$ cat src/rtl/fsas_pkg.sv
// Shared types and constants for the flag-setting ALU and shifter.
// No dependencies; used by every module under rtl/.
package fsas_pkg;

	localparam int unsigned WORD_W  = 32;
	localparam int unsigned COUNT_W = 8;
	localparam int unsigned SHAMT_W = 5;

	typedef enum logic [3:0] {
		KIND_ADD    = 4'd0,
		KIND_ADC    = 4'd1,
		KIND_SUB    = 4'd2,
		KIND_SBC    = 4'd3,
		KIND_SHL    = 4'd4,
		KIND_SHR    = 4'd5,
		KIND_SAR    = 4'd6,
		KIND_SHL_CC = 4'd7,
		KIND_SHR_CC = 4'd8,
		KIND_SAR_CC = 4'd9,
		KIND_ROR_CC = 4'd10
	} kind_t;

	// n in bit 0, v in bit 3
	typedef struct packed {
		logic v;
		logic c;
		logic z;
		logic n;
	} flags_t;

	typedef struct packed {
		logic [WORD_W-1:0] result;
		flags_t            flags;
	} alu_out_t;

	typedef struct packed {
		logic [WORD_W-1:0] result;
		logic              carry_we;
		logic              carry;
	} shift_out_t;

endpackage

$ cat src/rtl/fsas_alu.sv
// Adder/subtractor with carry-in and full NZCV flag generation.
// Depends on fsas_pkg.
module fsas_alu (
	input  fsas_pkg::kind_t                 kind,
	input  logic [fsas_pkg::WORD_W-1:0]     operand_a,
	input  logic [fsas_pkg::WORD_W-1:0]     operand_b,
	input  logic                            carry_in,
	output fsas_pkg::alu_out_t              alu_out
);

	logic                          is_sub;
	logic                          cin;
	logic [fsas_pkg::WORD_W-1:0]   b_op;
	logic [fsas_pkg::WORD_W:0]     sum;
	logic [fsas_pkg::WORD_W-1:0]   res;
	logic [fsas_pkg::WORD_W-1:0]   ovf_vec;

	// subtract is a + ~b + 1; borrow-in uses the inverted-carry convention
	assign is_sub = (kind == fsas_pkg::KIND_SUB) || (kind == fsas_pkg::KIND_SBC);
	assign b_op   = is_sub ? ~operand_b : operand_b;
	assign cin    = ((kind == fsas_pkg::KIND_ADC) || (kind == fsas_pkg::KIND_SBC)) ?
	                carry_in : is_sub;
	assign sum    = {1'b0, operand_a} + {1'b0, b_op}
	              + {{fsas_pkg::WORD_W{1'b0}}, cin};
	assign res    = sum[fsas_pkg::WORD_W-1:0];
	assign ovf_vec = ~(operand_a ^ b_op) & (operand_a ^ res);

	always_comb begin
		alu_out.result  = res;
		alu_out.flags.n = res[fsas_pkg::WORD_W-1];
		alu_out.flags.z = (res == '0);
		alu_out.flags.c = sum[fsas_pkg::WORD_W];
		alu_out.flags.v = ovf_vec[fsas_pkg::WORD_W-1];
	end

endmodule

$ cat src/rtl/fsas_shifter.sv
// Barrel shifter for the plain and carry-setting shift and rotate kinds.
// Depends on fsas_pkg.
module fsas_shifter (
	input  fsas_pkg::kind_t                 kind,
	input  logic [fsas_pkg::WORD_W-1:0]     operand_a,
	input  logic [fsas_pkg::COUNT_W-1:0]    count,
	output fsas_pkg::shift_out_t            shift_out
);

	logic                            big;
	logic                            exact;
	logic                            nonzero;
	logic [fsas_pkg::SHAMT_W-1:0]    shamt;
	logic [fsas_pkg::SHAMT_W-1:0]    shamt_sar;
	logic [fsas_pkg::WORD_W:0]       lsh;
	logic [fsas_pkg::WORD_W:0]       rsh;
	logic signed [fsas_pkg::WORD_W:0] ash;
	logic [2*fsas_pkg::WORD_W-1:0]   ror;
	logic                            msb;

	assign big       = |count[fsas_pkg::COUNT_W-1:fsas_pkg::SHAMT_W];
	assign exact     = (count == fsas_pkg::COUNT_W'(fsas_pkg::WORD_W));
	assign nonzero   = |count;
	assign shamt     = count[fsas_pkg::SHAMT_W-1:0];
	assign shamt_sar = big ? {fsas_pkg::SHAMT_W{1'b1}} : shamt;
	assign msb       = operand_a[fsas_pkg::WORD_W-1];

	// extra bit on each side catches the last bit shifted out
	assign lsh = {1'b0, operand_a} << shamt;
	assign rsh = {operand_a, 1'b0} >> shamt;
	assign ash = $signed({operand_a, 1'b0}) >>> shamt_sar;
	assign ror = {operand_a, operand_a} >> shamt;

	always_comb begin
		shift_out.result   = operand_a;
		shift_out.carry_we = 1'b0;
		shift_out.carry    = 1'b0;
		case (kind)
			fsas_pkg::KIND_SHL: begin
				shift_out.result = big ? '0 : lsh[fsas_pkg::WORD_W-1:0];
			end
			fsas_pkg::KIND_SHR: begin
				shift_out.result = big ? '0 : rsh[fsas_pkg::WORD_W:1];
			end
			fsas_pkg::KIND_SAR: begin
				shift_out.result = ash[fsas_pkg::WORD_W:1];
			end
			fsas_pkg::KIND_SHL_CC: begin
				if (big) begin
					shift_out.result   = '0;
					shift_out.carry_we = 1'b1;
					shift_out.carry    = exact & operand_a[0];
				end else if (nonzero) begin
					shift_out.result   = lsh[fsas_pkg::WORD_W-1:0];
					shift_out.carry_we = 1'b1;
					shift_out.carry    = lsh[fsas_pkg::WORD_W];
				end
			end
			fsas_pkg::KIND_SHR_CC: begin
				if (big) begin
					shift_out.result   = '0;
					shift_out.carry_we = 1'b1;
					shift_out.carry    = exact & msb;
				end else if (nonzero) begin
					shift_out.result   = rsh[fsas_pkg::WORD_W:1];
					shift_out.carry_we = 1'b1;
					shift_out.carry    = rsh[0];
				end
			end
			fsas_pkg::KIND_SAR_CC: begin
				if (nonzero) begin
					shift_out.result   = ash[fsas_pkg::WORD_W:1];
					shift_out.carry_we = 1'b1;
					shift_out.carry    = big ? msb : ash[0];
				end
			end
			fsas_pkg::KIND_ROR_CC: begin
				// rotate by a nonzero multiple of 32 keeps the word, C takes bit 31
				if (shamt == '0) begin
					shift_out.carry_we = nonzero;
					shift_out.carry    = msb;
				end else begin
					shift_out.result   = ror[fsas_pkg::WORD_W-1:0];
					shift_out.carry_we = 1'b1;
					shift_out.carry    = rsh[0];
				end
			end
			default: begin
			end
		endcase
	end

endmodule

$ cat src/rtl/flag_setting_alu_and_shifter.sv
// Top level: 32-bit ALU and barrel shifter keeping N, Z, C, V flags.
// Depends on fsas_pkg, fsas_alu, fsas_shifter.
//
//  channel | dir | tdata                              | tuser
//  --------+-----+------------------------------------+----------------------------
//  s_*     | in  | [31:0] operand_a, [63:32] operand_b | [3:0] kind
//  m_*     | out | [31:0] result                       | [0] N [1] Z [2] C [3] V
//
// One request per cycle sustained unless the output stalls; an item passes the
// input register, then the result register, with the adder and the shifter
// between the two; the flag register updates as an item moves into the result
// register, so the next item (adc/sbc) sees the new carry with no bubble.
// arst_n clears both valid bits and all four flags; payload regs are not reset.
// A stalled output holds the result register; the input register still loads
// while it is empty, or while the result register is free or being drained.
module flag_setting_alu_and_shifter (
	input  logic        clk,
	input  logic        arst_n,

	input  logic        s_tvalid,
	output logic        s_tready,
	input  logic [63:0] s_tdata,   // [31:0] operand_a, [63:32] operand_b
	input  logic [3:0]  s_tuser,   // [3:0] kind

	output logic        m_tvalid,
	input  logic        m_tready,
	output logic [31:0] m_tdata,   // [31:0] result
	output logic [3:0]  m_tuser    // [0] negative, [1] zero, [2] carry, [3] overflow
);

	localparam int unsigned W = fsas_pkg::WORD_W;

	// input stage
	logic                         valid_s1;
	fsas_pkg::kind_t              kind_s1;
	logic [W-1:0]                 a_s1;
	logic [W-1:0]                 b_s1;

	// result stage
	logic                         valid_s2;
	logic [W-1:0]                 result_s2;

	// architectural flags; always equal the flags of the item in the result stage
	fsas_pkg::flags_t             flag_q;

	fsas_pkg::alu_out_t           alu_out;
	fsas_pkg::shift_out_t         shift_out;
	logic [W-1:0]                 res_nxt;
	fsas_pkg::flags_t             flags_nxt;
	logic                         accept;
	logic                         advance;

	assign advance  = valid_s1 & (~valid_s2 | m_tready);
	assign s_tready = ~valid_s1 | advance;
	assign accept   = s_tvalid & s_tready;

	fsas_alu u_alu (
		.kind      (kind_s1),
		.operand_a (a_s1),
		.operand_b (b_s1),
		.carry_in  (flag_q.c),
		.alu_out   (alu_out)
	);

	fsas_shifter u_shifter (
		.kind      (kind_s1),
		.operand_a (a_s1),
		.count     (b_s1[fsas_pkg::COUNT_W-1:0]),
		.shift_out (shift_out)
	);

	// pick result and next flags by kind; unused codes pass operand_a through
	always_comb begin
		res_nxt   = a_s1;
		flags_nxt = flag_q;
		case (kind_s1) inside
			fsas_pkg::KIND_ADD, fsas_pkg::KIND_ADC,
			fsas_pkg::KIND_SUB, fsas_pkg::KIND_SBC: begin
				res_nxt   = alu_out.result;
				flags_nxt = alu_out.flags;
			end
			fsas_pkg::KIND_SHL, fsas_pkg::KIND_SHR, fsas_pkg::KIND_SAR,
			fsas_pkg::KIND_SHL_CC, fsas_pkg::KIND_SHR_CC,
			fsas_pkg::KIND_SAR_CC, fsas_pkg::KIND_ROR_CC: begin
				res_nxt = shift_out.result;
				if (shift_out.carry_we) begin
					flags_nxt.c = shift_out.carry;
				end
			end
			default: begin
			end
		endcase
	end

	always_ff @(posedge clk or negedge arst_n) begin
		if (!arst_n) begin
			valid_s1 <= 1'b0;
			valid_s2 <= 1'b0;
			flag_q   <= '0;
		end else begin
			if (accept) begin
				valid_s1 <= 1'b1;
			end else if (advance) begin
				valid_s1 <= 1'b0;
			end
			if (advance) begin
				valid_s2 <= 1'b1;
				flag_q   <= flags_nxt;
			end else if (m_tready) begin
				valid_s2 <= 1'b0;
			end
		end
	end

	always_ff @(posedge clk) begin
		if (accept) begin
			kind_s1 <= fsas_pkg::kind_t'(s_tuser);
			a_s1    <= s_tdata[W-1:0];
			b_s1    <= s_tdata[2*W-1:W];
		end
		if (advance) begin
			result_s2 <= res_nxt;
		end
	end

	assign m_tvalid = valid_s2;
	assign m_tdata  = result_s2;
	assign m_tuser  = flag_q;

`ifndef SYNTHESIS
	// input side only backs up when both stages are full and the output stalls
	a_ready_low: assert property (@(posedge clk) disable iff (!arst_n)
		!s_tready |-> (valid_s1 && valid_s2 && !m_tready))
		else $error("s_tready low without a full, stalled pipeline");

	// plain shifts never touch the flags
	a_plain_shift_flags: assert property (@(posedge clk) disable iff (!arst_n)
		(advance && (kind_s1 == fsas_pkg::KIND_SHL || kind_s1 == fsas_pkg::KIND_SHR ||
		 kind_s1 == fsas_pkg::KIND_SAR)) |=> $stable(flag_q))
		else $error("plain shift changed the flags");

	// carry-setting shifts may touch C only
	a_cc_shift_nzv: assert property (@(posedge clk) disable iff (!arst_n)
		(advance && (kind_s1 == fsas_pkg::KIND_SHL_CC || kind_s1 == fsas_pkg::KIND_SHR_CC ||
		 kind_s1 == fsas_pkg::KIND_SAR_CC || kind_s1 == fsas_pkg::KIND_ROR_CC))
		|=> ($stable(flag_q.n) && $stable(flag_q.z) && $stable(flag_q.v)))
		else $error("carry-setting shift changed N, Z or V");

	// arithmetic results and their N/Z flags land together
	a_arith_nz: assert property (@(posedge clk) disable iff (!arst_n)
		(advance && (kind_s1 == fsas_pkg::KIND_ADD || kind_s1 == fsas_pkg::KIND_ADC ||
		 kind_s1 == fsas_pkg::KIND_SUB || kind_s1 == fsas_pkg::KIND_SBC))
		|=> (m_tuser[0] == m_tdata[W-1] && m_tuser[1] == (m_tdata == '0)))
		else $error("N/Z flags disagree with arithmetic result");
`endif

endmodule
$ cat config.mk
export PLATFORM = sky130hd
export DESIGN_NAME = flag_setting_alu_and_shifter
export DESIGN_NICKNAME = d
export VERILOG_FILES = /design/src/rtl/fsas_pkg.sv /design/src/rtl/fsas_alu.sv /design/src/rtl/fsas_shifter.sv /design/src/rtl/flag_setting_alu_and_shifter.sv
export SDC_FILE = /design/constraint.sdc
export NUM_CORES = 1
export LEC_CHECK = 0
export BUFFER_PORTS_ARGS = -buffer_cell sky130_fd_sc_hd__buf_4
export CELL_PAD_IN_SITES_DETAIL_PLACEMENT = 2
export CELL_PAD_IN_SITES_GLOBAL_PLACEMENT = 2
export CORE_MARGIN = 2
export CORE_UTILIZATION = 34
export DETAILED_ROUTE_END_ITERATION = 10
export PLACE_DENSITY = 0.82
export SYNTH_ARGS = -nofsm -noshare
export SYNTH_HDL_FRONTEND = slang
export SYNTH_SLANG_ARGS = --single-unit
$ cat constraint.sdc
create_clock -name clk -period 4.9 [get_ports clk]
set_clock_uncertainty 0.15 [all_clocks]
set_input_delay 1.225 -clock clk [delete_from_list [all_inputs] [get_ports clk]]
set_output_delay 1.225 -clock clk [all_outputs]
set_load 0.05 [all_outputs]
==> out/qor.csv, run 1 <==
stage;metric;value;unit
die;area of the die;40400;µm²
power_and_ir_drop;sequential fraction of design power;0.305;
synth;Yosys reg bits;106;
power_and_ir_drop;Pint;0.00216;W
drt;Total Wirelength;79900;µm
synth;Post-Syn Instances;1615;
power_and_ir_drop;Peak supply drop;0.248;mV
clock_network;total CTS buffers;9;
cells_and_area;share of layout cells above drive strength 1;0.203;
global_routing;pin count of the biggest net entering global routing;71;
sta;worst setup margin;0.197;ns
place;number of buffers added on ports;109;
synth;Mean Syn Cell Area;8.18;µm²
global_routing;first-pass GRT wire length;115000;µm
synth;synth warn;0;
drt;DRT iter0 DRCs;1625;
sta;post-route setup TNS;0;ns
clock_network;Setup Fix Bufs, Post-CTS;0;
sta;Max Slew Vio Count;0;
drt;post-route DRC violation count;0;
drt;Final ANT Viol Nets;0;
clock_network;clk_lat worst skew;0.38;ns
place;DP HPWL;60800;µm
power_and_ir_drop;leakage dissipation;5.68;nW
sta;Fmax achieved;213;MHz
synth;mapped cell area;13200;µm²
sta;setup violators final;0;
die;core area;38500;µm²
run;MaxCap Viol Count;0;
global_routing;grt total ovfl;0;
sta;post-layout min period;4.70;ns
setup_path;CP max FO;33;
global_routing;initial antenna violation count;4;
clock_network;clk root buf;clkbuf_16;
die;die height;201;µm
setup_path;Startpoint Class;register;
place;final RePlAce weighted congestion;1.03;
clock_network;CTS tree;built;
synth;Main synth FF type;edfxtp_1;
die;I/O Pins;110;
sta;Tightest Pin Transition;1.08;ns
power_and_ir_drop;pwr/cell area;261;nW/µm²
synth;Async S/R FF share, synth;0.0566;
sta;Worst slew margin;0.273;
setup_path;Worst Setup SP;b_s1[0];
sta;Tcrit/Tclk final;0.960;
drt;Vias;15102;
power_and_ir_drop;total power;0.00397;W
cells_and_area;synth-to-layout area growth;15.3;%
place;Placed Area;14900;µm²
setup_path;element type at the critical path end;register;
setup_path;R2R Path Start;b_s1[0];
die;initial core utilization;0.343;
clock_network;CTS Buffer Depth;2;
setup_path;critical path arrival;4.62;ns
power_and_ir_drop;combinational fraction of design power;0.502;
synth;synth unique cells;79;
setup_path;worst path required time;4.82;ns
power_and_ir_drop;Sw Ratio;0.457;
place;Post-Place Setup Slack;0.271;ns
cells_and_area;Fill cells;4375;
cells_and_area;commonest non-fill, non-tap cells in the layout;nor2_1 (240), buf_4 (219), a21oi_1 (173), o21ai_0 (128), nand2_1 (125);
die;Die X;201;µm
power_and_ir_drop;Clock Power Share;0.193;
cells_and_area;Finished Cell Area;15200;µm²
global_routing;Tot GR Track Use;0.389;
clock_network;clock sink count;106;
place;Post-Place Cells;2209;
global_routing;vias in the first global route;16031;
drt;vias per cell;6.78;
outcome;status;complete, no violations;
clock_network;Resized cells post-CTS;0;
clock_network;htree depth;3;
drt;number of detailed-route iterations in the first pass;5;
die;FP Rows;72;
setup_path;kind of critical path;register to register;
sta;Fin. Hold Viols;0;
drt;drt wl/cell;35.9;µm
cells_and_area;nets;1807;
synth;register area share after synthesis;0.239;
hold_path;Hold WC Path Type;register to register;
cells_and_area;final non-filler cell total;2226;
synth;syn_nets;1720;
clock_network;Post-CTS Hold Buffers;0;
cells_and_area;most common cell after layout, fill and taps aside;nor2_1;
synth;EDFF count, synth;100;
hold_path;Worst Min Path Start;valid_s1;
power_and_ir_drop;switching power;0.00181;W
clock_network;Reg clk slew, reported paths;0.09;ns
==> routing by layer <==
layer	routed length (µm)	GRT usage	up-vias
li1	-	-	6281
met1	30600	0.484	7632
met2	35400	0.606	895
met3	7270	0.0734	290
met4	6710	0.277	4
met5	27	0	-
==> registers in the layout, indices dropped and copies added, names as in the netlist <==
name	count
a_s1	32
b_s1	32
m_tdata	32
kind_s1	4
m_tuser	4
m_tvalid	1
valid_s1	1
==> synth_stat cells, drive strengths merged, types with 6 or more instances <==
cell type,instances,area share
nand2b,16,0.0076
mux2i,113,0.086
o221ai,14,0.0098
a21o,22,0.013
or3,6,0.0028
nand2,126,0.036
nor2b,10,0.0047
and2,15,0.0071
o21ai,138,0.052
a211oi,31,0.018
nor3,26,0.010
o211ai,19,0.011
clkbuf,89,0.025
xnor2,16,0.011
buf,60,0.027
mux4,53,0.090
a22oi,7,0.0040
a21oi,175,0.067
inv,19,0.0054
mux2,16,0.014
o21a,9,0.0051
xor2,42,0.028
and3,9,0.0043
a221oi,30,0.020
o22ai,34,0.016
dfrtp,6,0.011
or2,6,0.0028
nand3,27,0.010
a31oi,13,0.0062
o31ai,6,0.0045
nor2,242,0.069
a2111oi,7,0.0046
edfxtp,100,0.23
nor4,8,0.0072
ha,31,0.029
a221o,10,0.0077
==> power groups by stage <==
stage	clock network, W	registers, W	logic (W)
2_1_floorplan	0	0.00129	0.00107
3_3_place_gp	0	0.00122	0.00185
3_5_place_dp	0	0.00122	0.00191
4_1_cts	0.000771	0.00121	0.00194
5_1_grt	0.000800	0.00121	0.00208
6_report	0.000764	0.00121	0.00199
==> critical path, stage by stage (launching register included) <==
cell,delay [ns]
edfxtp_1,0.45
buf_12,0.30
buf_4,0.34
mux4_2,0.56
mux2i_1,0.28
nor2_1,0.09
o21ai_0,0.59
o21ai_0,0.30
a221oi_1,0.30
o21ai_0,0.21
a211oi_1,0.51
o22ai_1,0.26
==> worst paths after layout <==
kind	slack, ns	cells after the start	end
setup / recovery	0.20	11	m_tdata[18]
hold / removal	0.38	1	m_tvalid
setup reg to reg	0.20	11	m_tdata[18]
hold reg to reg	0.38	1	m_tvalid
max in group asynchronous	3.98	1	m_tvalid
min in group asynchronous	0.49	1	valid_s1
==> logic make-up (layout without fill, tap and decap cells) <==
logic type	Yosys count	in the layout	synth area share
AOI/OAI and AO/OA	564	564	0.274
adders and majority gates	33	33	0.0324
and+or+nand+nor	503	503	0.169
buffers and inverters	169	261	0.0583
xor gates and xnor gates	58	58	0.0385
muxes	182	182	0.190
other	0	1	0
DFF	106	106	0.239
==> area by class of cell <==
type                            count  area, µm²  share of cell area
Antenna cell                        1       2.50            0.000164
Clock buffer                       10        229              0.0150
Clock inverter                      6       67.6             0.00444
Inverter                           20       75.1             0.00493
Multi-Input combinational cell   1340       9300               0.611
Sequential cell                   106       3150               0.207
Tap cell                          518        648              0.0425
Timing Repair Buffer              225       1760               0.115
==> metrics by stage <==
stage | util | hold WS (ns)
global route | 0.396 | 0.401
CTS | 0.395 | 0.383
floorplan | - | 0.299
detailed placement | 0.388 | 0.341
finish | 0.396 | 0.384
global placement | 0.388 | 0.322
(Power assumes the default switching activity.)
==> run 2: changes to the inputs <==
Settings changed: CELL_PAD_IN_SITES_DETAIL_PLACEMENT 2 to 1, REMOVE_ABC_BUFFERS set to 1.
==> run 2 against run 1 <==
  * Die area unchanged
  * Hold slack got worse by 0.036 ns
  * Via count decreased by 3.3%
  * Non-clock buffer count decreased by 17
  * Sequential power about the same
  * Wire length decreased by 9.6%
  * Critical endpoint is now m_tuser[1]
  * Clock power decreased by 0.9%
  * Register-to-register slack improved by 0.12 ns
  * First-iteration DRC count increased by 3.1%
  * Design area decreased by 0.66%
  * Critical path depth increased by 5
  * Power decreased by 2.4%
==> out/qor.csv, run 2 (synthesis results as in run 1) <==
stage;metric;value;unit;change
clock_network;htree depth;3;;unchanged
global_routing;grt total ovfl;0;;unchanged
die;initial core utilization;0.343;;unchanged
clock_network;clk root buf;clkbuf_16;;unchanged
sta;Worst slew margin;0.264;;was 0.273
clock_network;clk_lat worst skew;0.40;ns;was 0.38 ns
cells_and_area;Finished Cell Area;15100;µm²;was 15,200 µm²
global_routing;pin count of the biggest net entering global routing;96;;was 71
place;Placed Area;14800;µm²;was 14,900 µm²
setup_path;kind of critical path;register to register;;unchanged
drt;Vias;14598;;was 15,102
drt;post-route DRC violation count;0;;unchanged
cells_and_area;share of layout cells above drive strength 1;0.195;;was 0.203
cells_and_area;most common cell after layout, fill and taps aside;nor2_1;;unchanged
die;Die X;201;µm;unchanged
cells_and_area;nets;1790;;was 1,807
setup_path;CP max FO;17;;was 33
sta;post-layout min period;4.58;ns;was 4.70 ns
setup_path;element type at the critical path end;register;;unchanged
power_and_ir_drop;switching power;0.00173;W;was 0.00181 W
sta;Fmax achieved;218;MHz;was 213 MHz
outcome;status;complete, no violations;;unchanged
power_and_ir_drop;Sw Ratio;0.447;;was 0.457
drt;DRT iter0 DRCs;1675;;was 1,625
die;core area;38500;µm²;unchanged
clock_network;clock sink count;106;;unchanged
power_and_ir_drop;Peak supply drop;0.319;mV;was 0.248 mV
power_and_ir_drop;total power;0.00387;W;was 0.00397 W
clock_network;CTS Buffer Depth;2;;unchanged
global_routing;Tot GR Track Use;0.352;;was 0.389
place;number of buffers added on ports;109;;unchanged
drt;Final ANT Viol Nets;0;;unchanged
power_and_ir_drop;sequential fraction of design power;0.312;;was 0.305
sta;RSZ-0062 raised after global routing;no;;
setup_path;critical path arrival;4.72;ns;was 4.62 ns
global_routing;vias in the first global route;14720;;was 16,031
sta;Tightest Pin Transition;1.10;ns;was 1.08 ns
cells_and_area;multi-input logic area;9300;µm²;about the same
global_routing;first-pass GRT wire length;103000;µm;was 115,000 µm
power_and_ir_drop;leakage dissipation;5.60;nW;was 5.68 nW
power_and_ir_drop;Pint;0.00214;W;was 0.00216 W
sta;post-route setup TNS;0;ns;unchanged
setup_path;worst path required time;5.04;ns;was 4.82 ns
cells_and_area;post-layout util;0.393;;was 0.396
place;DP HPWL;55200;µm;was 60,800 µm
drt;drt wl/cell;32.7;µm;was 35.9 µm
die;area of the die;40400;µm²;unchanged
die;die height;201;µm;unchanged
drt;number of detailed-route iterations in the first pass;5;;unchanged
power_and_ir_drop;combinational fraction of design power;0.493;;was 0.502
die;I/O Pins;110;;unchanged
power_and_ir_drop;Clock Power Share;0.195;;was 0.193
cells_and_area;synth-to-layout area growth;14.6;%;was 15.3%
sta;Tcrit/Tclk final;0.935;;was 0.960
cells_and_area;Storage cell area;3150;µm²;unchanged
clock_network;CTS tree;built;;unchanged
place;final RePlAce weighted congestion;1.04;;was 1.03
drt;Total Wirelength;72300;µm;was 79,900 µm
cells_and_area;commonest non-fill, non-tap cells in the layout;nor2_1 (240), buf_4 (199), a21oi_1 (173), o21ai_0 (128), nand2_1 (125);;was nor2_1 (240), buf_4 (219), a21oi_1 (173), o21ai_0 (128), nand2_1 (125)
sta;setup violators final;0;;unchanged
hold_path;Hold WC Path Type;register to register;;unchanged
clock_network;Reg clk slew, reported paths;0.08;ns;was 0.09 ns
power_and_ir_drop;pwr/cell area;256;nW/µm²;was 261 nW/µm²
drt;vias per cell;6.61;;was 6.78
sta;Fin. Hold Viols;0;;unchanged
run;MaxCap Viol Count;0;;unchanged
clock_network;total CTS buffers;9;;unchanged
die;FP Rows;72;;unchanged
global_routing;initial antenna violation count;3;;was 4
cells_and_area;Fill cells;4619;;was 4,375
setup_path;Startpoint Class;register;;unchanged
sta;Max Slew Vio Count;0;;unchanged
clock_network;Post-CTS Hold Buffers;0;;unchanged
run 2: cell count changes in the layout (fill, tap and decap cells not counted), moves of 2 or more:
cell        change
nor4_2          -2
nor4_1          +2
buf_12          +2
buf_4          -20
clkinvlp_4      +2
run 2: routing by layer:
metal | track usage | part of all wire | vias to the layer above
met5 | 0 | 0.00019 | -
met3 | 0.0709 | 0.086 | 235
li1 | - | - | 6263
met4 | 0.257 | 0.080 | 2
met2 | 0.530 | 0.43 | 824
met1 | 0.449 | 0.40 | 7274
run 2: path summary, 6_finish.rpt:
check / from / to / slack [ns] / cells after the start
max: kind_s1[2] / m_tuser[1] / 0.32 / 16
min in group asynchronous: arst_n / m_tvalid / 0.47 / 1
min: valid_s1 / m_tvalid / 0.35 / 1
max in group asynchronous: arst_n / m_tuser[2] / 4.00 / 1
max reg2reg: kind_s1[2] / m_tuser[1] / 0.32 / 16
min reg2reg: valid_s1 / m_tvalid / 0.35 / 1
run 2: final cells by class:
type                       instances  area share
multi-input combinational       1340       0.615
clock inverter                     7     0.00463
inverter                          20     0.00496
timing repair buffer             208       0.109
tap                              518      0.0428
clock buffer                       9      0.0149
sequential                       106       0.208
antenna                            2    0.000331
run 2: stage by stage:
stage          setup WS (ns)  hold WS (ns)  cells
3_3_place_gp           0.382         0.312   2187
4_1_cts                0.148         0.361   2203
5_1_grt               0.0364         0.384   2209
6_report               0.320         0.348   2210
2_1_floorplan          -1.49         0.299   1466
3_5_place_dp           0.195         0.339   2187
run 2: power by group through the flow:
stage / combinational, W / sequential (W) / clock, W
after floorplan: 0.000959 / 0.00136 / 0
after global placement: 0.00182 / 0.00122 / 0
after detailed placement: 0.00184 / 0.00122 / 0
after CTS: 0.00186 / 0.00120 / 0.000790
after global routing: 0.00201 / 0.00121 / 0.000805
final: 0.00191 / 0.00121 / 0.000757
run 2: repair_timing:
item / in CTS / in global routing
resized for setup: 0 / 4
endpoints found under the hold margin: 0 / 0
setup buffers: 0 / 5
setup endpoints to repair: 0 / 2
run 2: worst max-delay path, cell delays in order (launching register included):
cell	delay, ns
edfxtp_1	0.48
nor2_2	0.21
and2_2	0.21
buf_6	0.25
buf_6	0.24
xor2_1	0.11
ha_1	0.41
nand2_1	0.13
nor2_1	0.25
nand4_1	0.22
a221o_2	0.46
a31oi_1	0.24
o21a_1	0.16
nor2_1	0.04
xnor2_1	0.13
or4_1	0.57
o41ai_2	0.21
